<file path="src/rtl/mpsd_pkg.sv">
// shared types, codes and microprogram of the maze path search unit
package mpsd_pkg;

	localparam int COORD_W = 3;
	localparam int STEP_W  = 4;
	localparam int NDIRS   = 4;

	localparam int DIR_UP    = 0;
	localparam int DIR_LEFT  = 1;
	localparam int DIR_DOWN  = 2;
	localparam int DIR_RIGHT = 3;

	localparam logic CMD_LOAD   = 1'b0;
	localparam logic CMD_SEARCH = 1'b1;

	localparam logic REG_GOAL_ROW = 1'b0;
	localparam logic REG_GOAL_COL = 1'b1;

	typedef logic [COORD_W-1:0] coord_t;
	typedef logic [STEP_W-1:0]  step_t;

	typedef enum logic [3:0] {
		OP_NOP,
		OP_ACCEPT,
		OP_INIT,
		OP_CLOSE,
		OP_SEED,
		OP_FLOOD,
		OP_PICK,
		OP_EMIT_STACK,
		OP_EMIT_GOAL,
		OP_RESTORE,
		OP_EMIT_MISS
	} op_t;

	typedef enum logic [2:0] {
		COND_NEVER,
		COND_ALWAYS,
		COND_NO_SEARCH,
		COND_FLOOD_MORE,
		COND_NO_CAND,
		COND_NOT_GOAL,
		COND_STACK_DONE,
		COND_OUT_BUSY
	} cond_t;

	typedef struct packed {
		op_t   op;
		cond_t cond;
		step_t target;
	} uword_t;

	typedef struct packed {
		logic changed;
		logic [NDIRS-1:0] cand;
		logic any_open;
	} grid_stat_t;

	typedef struct packed {
		logic search_acc;
		logic flood_more;
		logic no_cand;
		logic not_goal;
		logic stack_done;
		logic out_busy;
	} seq_stat_t;

	localparam step_t S_IDLE    = 4'd0;
	localparam step_t S_INIT    = 4'd1;
	localparam step_t S_CLOSE   = 4'd2;
	localparam step_t S_SEED    = 4'd3;
	localparam step_t S_FLOOD   = 4'd4;
	localparam step_t S_PICK    = 4'd5;
	localparam step_t S_ATGOAL  = 4'd6;
	localparam step_t S_RD      = 4'd7;
	localparam step_t S_WR      = 4'd8;
	localparam step_t S_LOOP    = 4'd9;
	localparam step_t S_GOAL    = 4'd10;
	localparam step_t S_DONE    = 4'd11;
	localparam step_t S_MISS    = 4'd12;
	localparam step_t S_MISSOUT = 4'd13;
	localparam step_t S_END     = 4'd14;

	function automatic uword_t ucode(step_t step);
		uword_t w;
		unique case (step)
			S_IDLE:    w = '{op: OP_ACCEPT,     cond: COND_NO_SEARCH,  target: S_IDLE};
			S_INIT:    w = '{op: OP_INIT,       cond: COND_NEVER,      target: S_IDLE};
			S_CLOSE:   w = '{op: OP_CLOSE,      cond: COND_NEVER,      target: S_IDLE};
			S_SEED:    w = '{op: OP_SEED,       cond: COND_NEVER,      target: S_IDLE};
			S_FLOOD:   w = '{op: OP_FLOOD,      cond: COND_FLOOD_MORE, target: S_FLOOD};
			S_PICK:    w = '{op: OP_PICK,       cond: COND_NO_CAND,    target: S_MISS};
			S_ATGOAL:  w = '{op: OP_NOP,        cond: COND_NOT_GOAL,   target: S_CLOSE};
			S_RD:      w = '{op: OP_NOP,        cond: COND_STACK_DONE, target: S_GOAL};
			S_WR:      w = '{op: OP_EMIT_STACK, cond: COND_OUT_BUSY,   target: S_WR};
			S_LOOP:    w = '{op: OP_NOP,        cond: COND_ALWAYS,     target: S_RD};
			S_GOAL:    w = '{op: OP_EMIT_GOAL,  cond: COND_OUT_BUSY,   target: S_GOAL};
			S_DONE:    w = '{op: OP_NOP,        cond: COND_ALWAYS,     target: S_IDLE};
			S_MISS:    w = '{op: OP_RESTORE,    cond: COND_NEVER,      target: S_IDLE};
			S_MISSOUT: w = '{op: OP_EMIT_MISS,  cond: COND_OUT_BUSY,   target: S_MISSOUT};
			S_END:     w = '{op: OP_NOP,        cond: COND_ALWAYS,     target: S_IDLE};
			default:   w = '{op: OP_NOP,        cond: COND_ALWAYS,     target: S_IDLE};
		endcase
		return w;
	endfunction

endpackage

</file>
<file path="src/rtl/mpsd_ifs.sv">
// item and result channel interfaces of the maze path search unit
interface mpsd_item_if;
	logic valid;
	logic ready;
	logic command;
	mpsd_pkg::coord_t cell_row;
	mpsd_pkg::coord_t cell_col;
	logic cell_open;

	modport source (output valid, command, cell_row, cell_col, cell_open, input ready);
	modport sink (input valid, command, cell_row, cell_col, cell_open, output ready);
endinterface

interface mpsd_result_if;
	logic valid;
	logic ready;
	logic found;
	mpsd_pkg::coord_t path_row;
	mpsd_pkg::coord_t path_col;
	logic last;

	modport source (output valid, found, path_row, path_col, last, input ready);
	modport sink (input valid, found, path_row, path_col, last, output ready);
endinterface

</file>
<file path="src/rtl/mpsd_seq.sv">
// microprogram sequencer: step counter, control word rom, conditional jumps
module mpsd_seq (
	input  logic                  clk,
	input  logic                  arst_n,
	input  mpsd_pkg::seq_stat_t   stat,
	output mpsd_pkg::op_t         op
);

	mpsd_pkg::step_t  upc_q;
	mpsd_pkg::step_t  upc_d;
	mpsd_pkg::uword_t word;
	logic             take;

	assign word = mpsd_pkg::ucode(upc_q);

	always_comb begin
		unique case (word.cond)
			mpsd_pkg::COND_NEVER:      take = 1'b0;
			mpsd_pkg::COND_ALWAYS:     take = 1'b1;
			mpsd_pkg::COND_NO_SEARCH:  take = !stat.search_acc;
			mpsd_pkg::COND_FLOOD_MORE: take = stat.flood_more;
			mpsd_pkg::COND_NO_CAND:    take = stat.no_cand;
			mpsd_pkg::COND_NOT_GOAL:   take = stat.not_goal;
			mpsd_pkg::COND_STACK_DONE: take = stat.stack_done;
			mpsd_pkg::COND_OUT_BUSY:   take = stat.out_busy;
			default:                   take = 1'b0;
		endcase
		upc_d = take ? word.target : upc_q + 1'b1;
	end

	always_comb begin
		op = word.op;
	end

	always_ff @(posedge clk or negedge arst_n) begin
		if (!arst_n) begin
			upc_q <= mpsd_pkg::S_IDLE;
		end else begin
			upc_q <= upc_d;
		end
	end

endmodule

</file>
<file path="src/rtl/mpsd_grid.sv">
// grid cells with flood-fill reachability from the goal and neighbor tests
module mpsd_grid #(
	parameter int ROWS = 4,
	parameter int COLS = 8
) (
	input  logic                  clk,
	input  mpsd_pkg::op_t         op,
	input  logic                  ld_en,
	input  mpsd_pkg::coord_t      ld_row,
	input  mpsd_pkg::coord_t      ld_col,
	input  logic                  ld_open,
	input  mpsd_pkg::coord_t      cur_row,
	input  mpsd_pkg::coord_t      cur_col,
	input  mpsd_pkg::coord_t      goal_row,
	input  mpsd_pkg::coord_t      goal_col,
	output mpsd_pkg::grid_stat_t  stat
);

	localparam int NCELLS = ROWS * COLS;

	logic [NCELLS-1:0] grid_q;
	logic [NCELLS-1:0] reach_q;
	logic              saved_q;
	logic [NCELLS-1:0] reach_nx;
	logic [NCELLS-1:0] cur_oh, goal_oh, ld_oh;
	logic [NCELLS-1:0] up_r, dn_r, lf_r, rt_r;
	logic [NCELLS-1:0] is_up, is_left, is_down, is_right;

	for (genvar i = 0; i < NCELLS; i++) begin : g_cell
		localparam int R = i / COLS;
		localparam int C = i % COLS;
		localparam mpsd_pkg::coord_t RV = mpsd_pkg::coord_t'(R);
		localparam mpsd_pkg::coord_t CV = mpsd_pkg::coord_t'(C);

		assign cur_oh[i]  = (cur_row == RV) && (cur_col == CV);
		assign goal_oh[i] = (goal_row == RV) && (goal_col == CV);
		assign ld_oh[i]   = (ld_row == RV) && (ld_col == CV);

		if (R > 0) begin : g_n
			assign up_r[i]    = reach_q[i-COLS];
			assign is_down[i] = cur_oh[i-COLS];
		end else begin : g_no_n
			assign up_r[i]    = 1'b0;
			assign is_down[i] = 1'b0;
		end
		if (R < ROWS - 1) begin : g_s
			assign dn_r[i]  = reach_q[i+COLS];
			assign is_up[i] = cur_oh[i+COLS];
		end else begin : g_no_s
			assign dn_r[i]  = 1'b0;
			assign is_up[i] = 1'b0;
		end
		if (C > 0) begin : g_w
			assign lf_r[i]     = reach_q[i-1];
			assign is_right[i] = cur_oh[i-1];
		end else begin : g_no_w
			assign lf_r[i]     = 1'b0;
			assign is_right[i] = 1'b0;
		end
		if (C < COLS - 1) begin : g_e
			assign rt_r[i]    = reach_q[i+1];
			assign is_left[i] = cur_oh[i+1];
		end else begin : g_no_e
			assign rt_r[i]    = 1'b0;
			assign is_left[i] = 1'b0;
		end
	end

	assign reach_nx = reach_q | (grid_q & (up_r | dn_r | lf_r | rt_r));

	always_comb begin
		stat.changed                   = reach_nx != reach_q;
		stat.cand[mpsd_pkg::DIR_UP]    = |(is_up & grid_q & reach_q);
		stat.cand[mpsd_pkg::DIR_LEFT]  = |(is_left & grid_q & reach_q);
		stat.cand[mpsd_pkg::DIR_DOWN]  = |(is_down & grid_q & reach_q);
		stat.cand[mpsd_pkg::DIR_RIGHT] = |(is_right & grid_q & reach_q);
		stat.any_open = |((is_up | is_left | is_down | is_right) & grid_q);
	end

	always_ff @(posedge clk) begin
		case (op)
			mpsd_pkg::OP_ACCEPT: begin
				if (ld_en) begin
					grid_q <= (grid_q & ~ld_oh) | (ld_oh & {NCELLS{ld_open}});
				end
			end
			mpsd_pkg::OP_CLOSE: begin
				saved_q <= |(grid_q & cur_oh);
				grid_q  <= grid_q & ~cur_oh;
			end
			mpsd_pkg::OP_SEED: begin
				reach_q <= goal_oh & grid_q;
			end
			mpsd_pkg::OP_FLOOD: begin
				reach_q <= reach_nx;
			end
			mpsd_pkg::OP_RESTORE: begin
				// dead end at the start: origin keeps its value only if it had no open neighbor
				if (!stat.any_open && saved_q) begin
					grid_q <= grid_q | cur_oh;
				end
			end
			default: begin
			end
		endcase
	end

endmodule

</file>
<file path="src/rtl/mpsd_stack.sv">
// path stack memory, one write port and one registered read port
module mpsd_stack #(
	parameter int DEPTH = 32,
	parameter int AW    = 5,
	parameter int DW    = 6
) (
	input  logic          clk,
	input  logic          we,
	input  logic [AW-1:0] waddr,
	input  logic [DW-1:0] wdata,
	input  logic [AW-1:0] raddr,
	output logic [DW-1:0] rdata
);

	logic [DW-1:0] mem [DEPTH];
	logic [DW-1:0] rdata_q;

	always_ff @(posedge clk) begin
		if (we) begin
			mem[waddr] <= wdata;
		end
	end

	always_ff @(posedge clk) begin
		rdata_q <= mem[raddr];
	end

	assign rdata = rdata_q;

endmodule

</file>
<file path="src/rtl/maze_path_search_dfs_unit.sv">
// top level of the maze path search unit: walk registers, output stage, register port
//
// channel   role    beat
// items     sink    command, cell_row, cell_col, cell_open
// results   source  found, path_row, path_col, last
// apb       slave   goal_row at 0x0, goal_col at 0x4
//
// a load beat is taken in the idle step; items.ready stays high between searches
// a search runs an init step, then per path step close, seed, flood passes (at most
// ROWS*COLS), pick and goal check, then read, emit and loop steps per path beat and
// emit and done steps for the goal beat, or restore, emit and end steps for a miss
// stalls on results hold the sequencer in its emit step; the output register
// lets the next item be taken while the final beat still waits
// reset clears the sequencer, walk position and counters, goal registers and output valid only
module maze_path_search_dfs_unit #(
	parameter int ROWS = 4,
	parameter int COLS = 8
) (
	input  logic                clk,
	input  logic                arst_n,
	mpsd_item_if.sink           items,
	mpsd_result_if.source       results,
	input  logic                psel,
	input  logic                penable,
	input  logic                pwrite,
	input  logic [2:0]          paddr,
	input  logic [31:0]         pwdata,
	output logic [31:0]         prdata,
	output logic                pready
);

	localparam int NCELLS = ROWS * COLS;
	localparam int AW     = (NCELLS > 1) ? $clog2(NCELLS) : 1;
	localparam int DW     = 2 * mpsd_pkg::COORD_W;

	mpsd_pkg::op_t        op;
	mpsd_pkg::grid_stat_t gstat;
	mpsd_pkg::seq_stat_t  sstat;

	mpsd_pkg::coord_t goal_row_q, goal_col_q;
	mpsd_pkg::coord_t cur_row_q, cur_col_q;
	logic [AW-1:0]    count_q, idx_q;
	logic             out_valid_q;
	logic             found_q, last_q;
	mpsd_pkg::coord_t prow_q, pcol_q;

	logic                   acc, ld_en, push, move, out_busy, load_out, cfg_wr;
	logic [mpsd_pkg::NDIRS-1:0] dir_oh;
	logic [DW-1:0]          rdata;

	assign acc      = items.valid && items.ready;
	assign ld_en    = acc && (items.command == mpsd_pkg::CMD_LOAD);
	assign move     = |gstat.cand;
	assign push     = (op == mpsd_pkg::OP_PICK) && move;
	assign out_busy = out_valid_q && !results.ready;
	assign load_out = (op inside {mpsd_pkg::OP_EMIT_STACK, mpsd_pkg::OP_EMIT_GOAL,
		mpsd_pkg::OP_EMIT_MISS}) && !out_busy;

	assign items.ready = (op == mpsd_pkg::OP_ACCEPT);

	always_comb begin
		sstat.search_acc = acc && (items.command == mpsd_pkg::CMD_SEARCH);
		sstat.flood_more = gstat.changed;
		sstat.no_cand    = !move;
		sstat.not_goal   = !((cur_row_q == goal_row_q) && (cur_col_q == goal_col_q));
		sstat.stack_done = (idx_q == count_q);
		sstat.out_busy   = out_busy;
	end

	// up, left, down, right priority
	always_comb begin
		dir_oh = '0;
		if (gstat.cand[mpsd_pkg::DIR_UP]) begin
			dir_oh[mpsd_pkg::DIR_UP] = 1'b1;
		end else if (gstat.cand[mpsd_pkg::DIR_LEFT]) begin
			dir_oh[mpsd_pkg::DIR_LEFT] = 1'b1;
		end else if (gstat.cand[mpsd_pkg::DIR_DOWN]) begin
			dir_oh[mpsd_pkg::DIR_DOWN] = 1'b1;
		end else if (gstat.cand[mpsd_pkg::DIR_RIGHT]) begin
			dir_oh[mpsd_pkg::DIR_RIGHT] = 1'b1;
		end
	end

	mpsd_seq u_seq (
		.clk    (clk),
		.arst_n (arst_n),
		.stat   (sstat),
		.op     (op)
	);

	mpsd_grid #(
		.ROWS (ROWS),
		.COLS (COLS)
	) u_grid (
		.clk      (clk),
		.op       (op),
		.ld_en    (ld_en),
		.ld_row   (items.cell_row),
		.ld_col   (items.cell_col),
		.ld_open  (items.cell_open),
		.cur_row  (cur_row_q),
		.cur_col  (cur_col_q),
		.goal_row (goal_row_q),
		.goal_col (goal_col_q),
		.stat     (gstat)
	);

	mpsd_stack #(
		.DEPTH (NCELLS),
		.AW    (AW),
		.DW    (DW)
	) u_stack (
		.clk   (clk),
		.we    (push),
		.waddr (count_q),
		.wdata ({cur_row_q, cur_col_q}),
		.raddr (idx_q),
		.rdata (rdata)
	);

	always_ff @(posedge clk or negedge arst_n) begin
		if (!arst_n) begin
			cur_row_q <= '0;
			cur_col_q <= '0;
			count_q   <= '0;
			idx_q     <= '0;
		end else begin
			case (op)
				mpsd_pkg::OP_INIT: begin
					cur_row_q <= '0;
					cur_col_q <= '0;
					count_q   <= '0;
					idx_q     <= '0;
				end
				mpsd_pkg::OP_PICK: begin
					if (move) begin
						count_q <= count_q + AW'(1);
						if (dir_oh[mpsd_pkg::DIR_UP]) begin
							cur_row_q <= cur_row_q - 3'd1;
						end else if (dir_oh[mpsd_pkg::DIR_LEFT]) begin
							cur_col_q <= cur_col_q - 3'd1;
						end else if (dir_oh[mpsd_pkg::DIR_DOWN]) begin
							cur_row_q <= cur_row_q + 3'd1;
						end else if (dir_oh[mpsd_pkg::DIR_RIGHT]) begin
							cur_col_q <= cur_col_q + 3'd1;
						end
					end
				end
				mpsd_pkg::OP_EMIT_STACK: begin
					if (!out_busy) begin
						idx_q <= idx_q + AW'(1);
					end
				end
				default: begin
				end
			endcase
		end
	end

	always_ff @(posedge clk or negedge arst_n) begin
		if (!arst_n) begin
			out_valid_q <= 1'b0;
		end else if (load_out) begin
			out_valid_q <= 1'b1;
		end else if (results.ready) begin
			out_valid_q <= 1'b0;
		end
	end

	always_ff @(posedge clk) begin
		if (load_out) begin
			case (op)
				mpsd_pkg::OP_EMIT_STACK: begin
					found_q <= 1'b1;
					prow_q  <= rdata[DW-1:mpsd_pkg::COORD_W];
					pcol_q  <= rdata[mpsd_pkg::COORD_W-1:0];
					last_q  <= 1'b0;
				end
				mpsd_pkg::OP_EMIT_GOAL: begin
					found_q <= 1'b1;
					prow_q  <= goal_row_q;
					pcol_q  <= goal_col_q;
					last_q  <= 1'b1;
				end
				default: begin
					found_q <= 1'b0;
					prow_q  <= '0;
					pcol_q  <= '0;
					last_q  <= 1'b1;
				end
			endcase
		end
	end

	assign results.valid    = out_valid_q;
	assign results.found    = found_q;
	assign results.path_row = prow_q;
	assign results.path_col = pcol_q;
	assign results.last     = last_q;

	// register port
	assign pready = 1'b1;
	assign cfg_wr = psel && penable && pwrite && pready;

	always_ff @(posedge clk or negedge arst_n) begin
		if (!arst_n) begin
			goal_row_q <= '0;
			goal_col_q <= '0;
		end else if (cfg_wr) begin
			if (paddr[2] == mpsd_pkg::REG_GOAL_ROW) begin
				goal_row_q <= pwdata[mpsd_pkg::COORD_W-1:0];
			end else begin
				goal_col_q <= pwdata[mpsd_pkg::COORD_W-1:0];
			end
		end
	end

	always_comb begin
		if (paddr[2] == mpsd_pkg::REG_GOAL_COL) begin
			prdata = {{(32-mpsd_pkg::COORD_W){1'b0}}, goal_col_q};
		end else begin
			prdata = {{(32-mpsd_pkg::COORD_W){1'b0}}, goal_row_q};
		end
	end

	a_idx_le_count: assert property (@(posedge clk) disable iff (!arst_n)
		idx_q <= count_q)
		else $error("emit index ran past stack depth");

	a_goal_after_stack: assert property (@(posedge clk) disable iff (!arst_n)
		(op == mpsd_pkg::OP_EMIT_GOAL) |-> (idx_q == count_q))
		else $error("goal beat before all stack beats");

	a_stack_beat: assert property (@(posedge clk) disable iff (!arst_n)
		(op == mpsd_pkg::OP_EMIT_STACK && !out_busy) |=>
		(results.valid && results.found && !results.last))
		else $error("stack beat not presented");

	a_miss_beat: assert property (@(posedge clk) disable iff (!arst_n)
		(op == mpsd_pkg::OP_EMIT_MISS && !out_busy) |=>
		(results.valid && !results.found && results.last))
		else $error("not-found beat not presented");

endmodule
</file>
<file path="src/flat_wrapper.sv">
// flat-port wrapper written by rule: the top's interface ports become plain ports
module maze_path_search_dfs_unit_flat 
#(
	parameter int ROWS = 4,
	parameter int COLS = 8
)
  (clk, arst_n, psel, penable, pwrite, paddr, pwdata, prdata, pready, items_valid, items_command, items_cell_row, items_cell_col, items_cell_open, items_ready, results_valid, results_found, results_path_row, results_path_col, results_last, results_ready);
  mpsd_item_if items_i ();
  mpsd_result_if results_i ();
  input  logic clk;
  input  logic arst_n;
  input  logic psel;
  input  logic penable;
  input  logic pwrite;
  input  logic [2:0] paddr;
  input  logic [31:0] pwdata;
  output logic [31:0] prdata;
  output logic pready;
  input wire logic [$bits(items_i.valid)-1:0] items_valid;
  input wire logic [$bits(items_i.command)-1:0] items_command;
  input wire logic [$bits(items_i.cell_row)-1:0] items_cell_row;
  input wire logic [$bits(items_i.cell_col)-1:0] items_cell_col;
  input wire logic [$bits(items_i.cell_open)-1:0] items_cell_open;
  output wire logic [$bits(items_i.ready)-1:0] items_ready;
  output wire logic [$bits(results_i.valid)-1:0] results_valid;
  output wire logic [$bits(results_i.found)-1:0] results_found;
  output wire logic [$bits(results_i.path_row)-1:0] results_path_row;
  output wire logic [$bits(results_i.path_col)-1:0] results_path_col;
  output wire logic [$bits(results_i.last)-1:0] results_last;
  input wire logic [$bits(results_i.ready)-1:0] results_ready;
  assign items_i.valid = items_valid;
  assign items_i.command = items_command;
  assign items_i.cell_row = items_cell_row;
  assign items_i.cell_col = items_cell_col;
  assign items_i.cell_open = items_cell_open;
  assign items_ready = items_i.ready;
  assign results_valid = results_i.valid;
  assign results_found = results_i.found;
  assign results_path_row = results_i.path_row;
  assign results_path_col = results_i.path_col;
  assign results_last = results_i.last;
  assign results_i.ready = results_ready;
  maze_path_search_dfs_unit #(.ROWS(ROWS), .COLS(COLS)) u_core (.clk(clk), .arst_n(arst_n), .items(items_i), .results(results_i), .psel(psel), .penable(penable), .pwrite(pwrite), .paddr(paddr), .pwdata(pwdata), .prdata(prdata), .pready(pready));
endmodule
</file>
<file path="config.mk">
export PLATFORM = sky130hd
export DESIGN_NAME = maze_path_search_dfs_unit_flat
export DESIGN_NICKNAME = d
export VERILOG_FILES = /design/src/rtl/mpsd_pkg.sv /design/src/rtl/mpsd_ifs.sv /design/src/rtl/mpsd_seq.sv /design/src/rtl/mpsd_grid.sv /design/src/rtl/mpsd_stack.sv /design/src/rtl/maze_path_search_dfs_unit.sv /design/src/flat_wrapper.sv
export SDC_FILE = /design/constraint.sdc
export NUM_CORES = 1
export LEC_CHECK = 0
export BUFFER_PORTS_ARGS = -buffer_cell sky130_fd_sc_hd__buf_2
export CORE_ASPECT_RATIO = 1.1
export CORE_MARGIN = 2
export CORE_UTILIZATION = 55
export DETAILED_ROUTE_END_ITERATION = 8
export GPL_ROUTABILITY_DRIVEN = 0
export HOLD_SLACK_MARGIN = 0.1
export PLACE_DENSITY = 0.7
export SLEW_MARGIN = 10
export SYNTH_ARGS = -nofsm -noshare
export SYNTH_HDL_FRONTEND = slang
export SYNTH_SLANG_ARGS = --single-unit
</file>
<file path="constraint.sdc">
create_clock -name clk -period 4.5 [get_ports clk]
set_input_delay 0.675 -clock clk [delete_from_list [all_inputs] [get_ports clk]]
set_output_delay 0.675 -clock clk [all_outputs]
set_load 0.01 [all_outputs]
</file>
==> impl_metrics.csv <==
group,metric,value,unit
route,wl,44.80,mm
placement,port_buffers,31,
clock_network,clock_path_buffers,3,
layout,diodes,0,
global_route,grt_usage,28.88,%
yosys,synth_seq_area_share,54.33,%
sta,finClkSkew,0.02404,ns
sta,hold_viol,0,
power,ir_drop,0.0004324,V
yosys,yosys_warnings,0,
setup_path,arrival,4.53,ns
floorplanning,rows,65,
sta,setup_tns,0,ns
outcome,violations,"DRC",
setup_path,path_class,"flop to flop",
global_route,antenna_found_initial,0,
route,dr.pass1.iters,9,
layout,postLayoutCoreUtil,60.30,%
clock_network,clkLatencyLatePin,0.59,ns
yosys,async_reset_ff_share,9.060,%
setup_path,cp.required,4.70,ns
yosys,ys_types,73,
placement,dp_hpwl,29.98,mm
clock_network,htree_levels,1,
sta,tightest_slew,1.280,ns
yosys,synth.top_cells.by_area,"edfxtp_1 49%, mux4_2 8.4%, dfrtp_1 4.2%, o22ai_1 3.0%, nand2_1 2.8%",
sta,fin_crit,4.323,ns
setup_path,crit_fanout,11,
yosys,yosysTopAreaCell,"edfxtp_1",
setup_path,path_cells,"inv_1, ha_1, nand4bb_1, o22ai_1, nor4_2, nand3_2, nor2_2, a31oi_4, nand2_1, nor2_1",
yosys,netlist_area,16110,sq um
yosys,syn_inst,1350,
clock_network,cts_tree,"built",
global_route,grt_pass1_wl,68.21,mm
yosys,synth.most_common_cell,"edfxtp_1",
global_route,grt_max_degree,52,
route,routed-via-count,12200,
route,post_drt_via_cell_ratio,6.993,
route,ant_nets,0,
clock_network,clk_pin_slew,0.06,ns
yosys,synth_top_area_share,49.39,%
yosys,synth_common_cells,"265 x edfxtp_1, 120 x nand2_1, 113 x nor2_1, 77 x o22ai_1, 60 x mux4_2",
setup_path,reg2regPathDepth,10,
floorplanning,die-area,30680,sq um
floorplanning,ios,93,
setup_path,reg2reg_from,"u_core.cur_col_q[0]",
clock_network,cts-root-buf,"clkbuf_16",
setup_path,reg2reg_slack,0.18,ns
setup_path,critical-path-top-delay-family,"simple AND/OR/NAND/NOR gates",
floorplanning,die_h,183.5,um
sta,slew_viol_final,0,
setup_path,worst-path-buf-inv,1,
clock_network,post-cts-setup-buffer-count,0,
layout,drive_gt1_share,18.10,%
route,drc,103,
setup_path,startpoint_type,"flop",
clock_network,cts_buffers,31,
route,wl_per_cell,25.69,um
sta,rsz0062_at_grt,"no",
min_path,hold_class,"primary input to asynchronous set/reset pin",
layout,syn_to_final_growth,7.734,%
power,leakage,5.983,nW
global_route,grt_overflow,0,
setup_path,r2r_end,"u_core.u_stack.mem[22][0]",
floorplanning,core,28790,sq um
setup_path,crit_path_end_kind,"flop",
route,drt_iter0_drc,2119,
global_route,grt_pass1_vias,11590,
floorplanning,initial_utilization,55.97,%
yosys,synth_ff_type,"edfxtp_1",
sta,relSlewSlack,14.48,%
sta,fin_crit_sh,96.07,%
setup_path,crit_path_top_delay_cell,"nand4bb_1",
clock_network,cts_hold_repair.buffers,0,
floorplanning,chipWidth,167.2,um
run,cap_viol_max_count,0,
sta,max_freq,0.2313,GHz
clock_network,clock_sinks,298,
setup_path,slowest_delay,0.69,ns
yosys,ys_seq_elements,298,
yosys,syn_avg_cell_area,11.94,sq um
yosys,synth_edf_count,265,
power,power.density,583.6,nW/um^2
outcome,status,"complete, but fails checks",
sta,setup_viol,0,
layout,nNetsFinal,1425,
## layer usage
metal / share of wire (%) / vias up / GRT usage [%]
met5: 0 / - / 0
li1: - / 5224 / -
met4: 4.9 / 0 / 12.31
met2: 45 / 884 / 45.00
met3: 11 / 230 / 6.868
met1: 39 / 5857 / 39.22
## area by class of cell
class / count / area (sq um)
sequential: 298 / 8760
multi-input combinational: 931 / 6741
fill: 2309 / 11430
timing repair buffer: 52 / 312.8
tap: 368 / 460.4
inverter: 39 / 146.4
clock inverter: 19 / 140.1
clock buffer: 37 / 798.3
## per-stage QoR
stage	total power (W)	worst slack, ns	instances	hold slack, ns	instance area [sq um]
3_5_place_dp	0.007629	0.4930	1688	0.5118	16410
6_report	0.01013	0.1768	1744	0.1500	17360
2_1_floorplan	0.006602	0.9646	1378	0.3794	16220
5_1_grt	0.01054	0.01290	1744	0.1865	17360
3_3_place_gp	0.007565	0.4923	1688	0.5105	16410
4_1_cts	0.01003	0.4444	1744	0.1563	17350
## cell families (layout without fill, tap and decap cells)
family,after synthesis,count (layout),share of synthesized area (%)
flops,298,298,54.33
xor+xnor,17,17,0.9240
fa+ha+maj,22,22,1.708
compound gates,322,322,13.45
buf+inv,149,147,4.659
mux,87,87,10.23
simple gates,453,453,14.66
other cells,2,30,0.04661
## what timing repair did
item | in CTS | in global routing
endpoints found under the setup margin | 0 | 192
gates resized for setup | 0 | 2
endpoints found under the hold margin | 0 | 0
## where the power goes
part           switching [W]  internal (W)
combinational        0.00211       0.00124
sequential          0.000777       0.00359
clock                0.00108       0.00132
total                0.00397       0.00616
## placed cells by master, fill, tap and decap left out, types with 31 or more instances in the layout
cell type and n:
nand3_1 44, clkbuf_16 31, buf_2 31, o22ai_1 77, mux4_2 60, edfxtp_1 265, nand2_1 120, a31oi_1 39
a21oi_1 58, nor2_1 107, inv_1 37
## worst max path at each step
stage                             start                         to  cells after the start
finish              u_core.cur_col_q[0]  u_core.u_stack.mem[22][0]                     10
global route        u_core.cur_col_q[0]  u_core.u_stack.mem[11][1]                     10
CTS                 u_core.cur_row_q[0]  u_core.u_stack.mem[15][0]                     11
detailed placement  u_core.cur_row_q[0]  u_core.u_stack.mem[15][5]                     11
global placement    u_core.cur_row_q[0]  u_core.u_stack.mem[15][5]                     11
floorplan           u_core.cur_row_q[0]                       flop                     13
(Power assumes the default switching activity.)
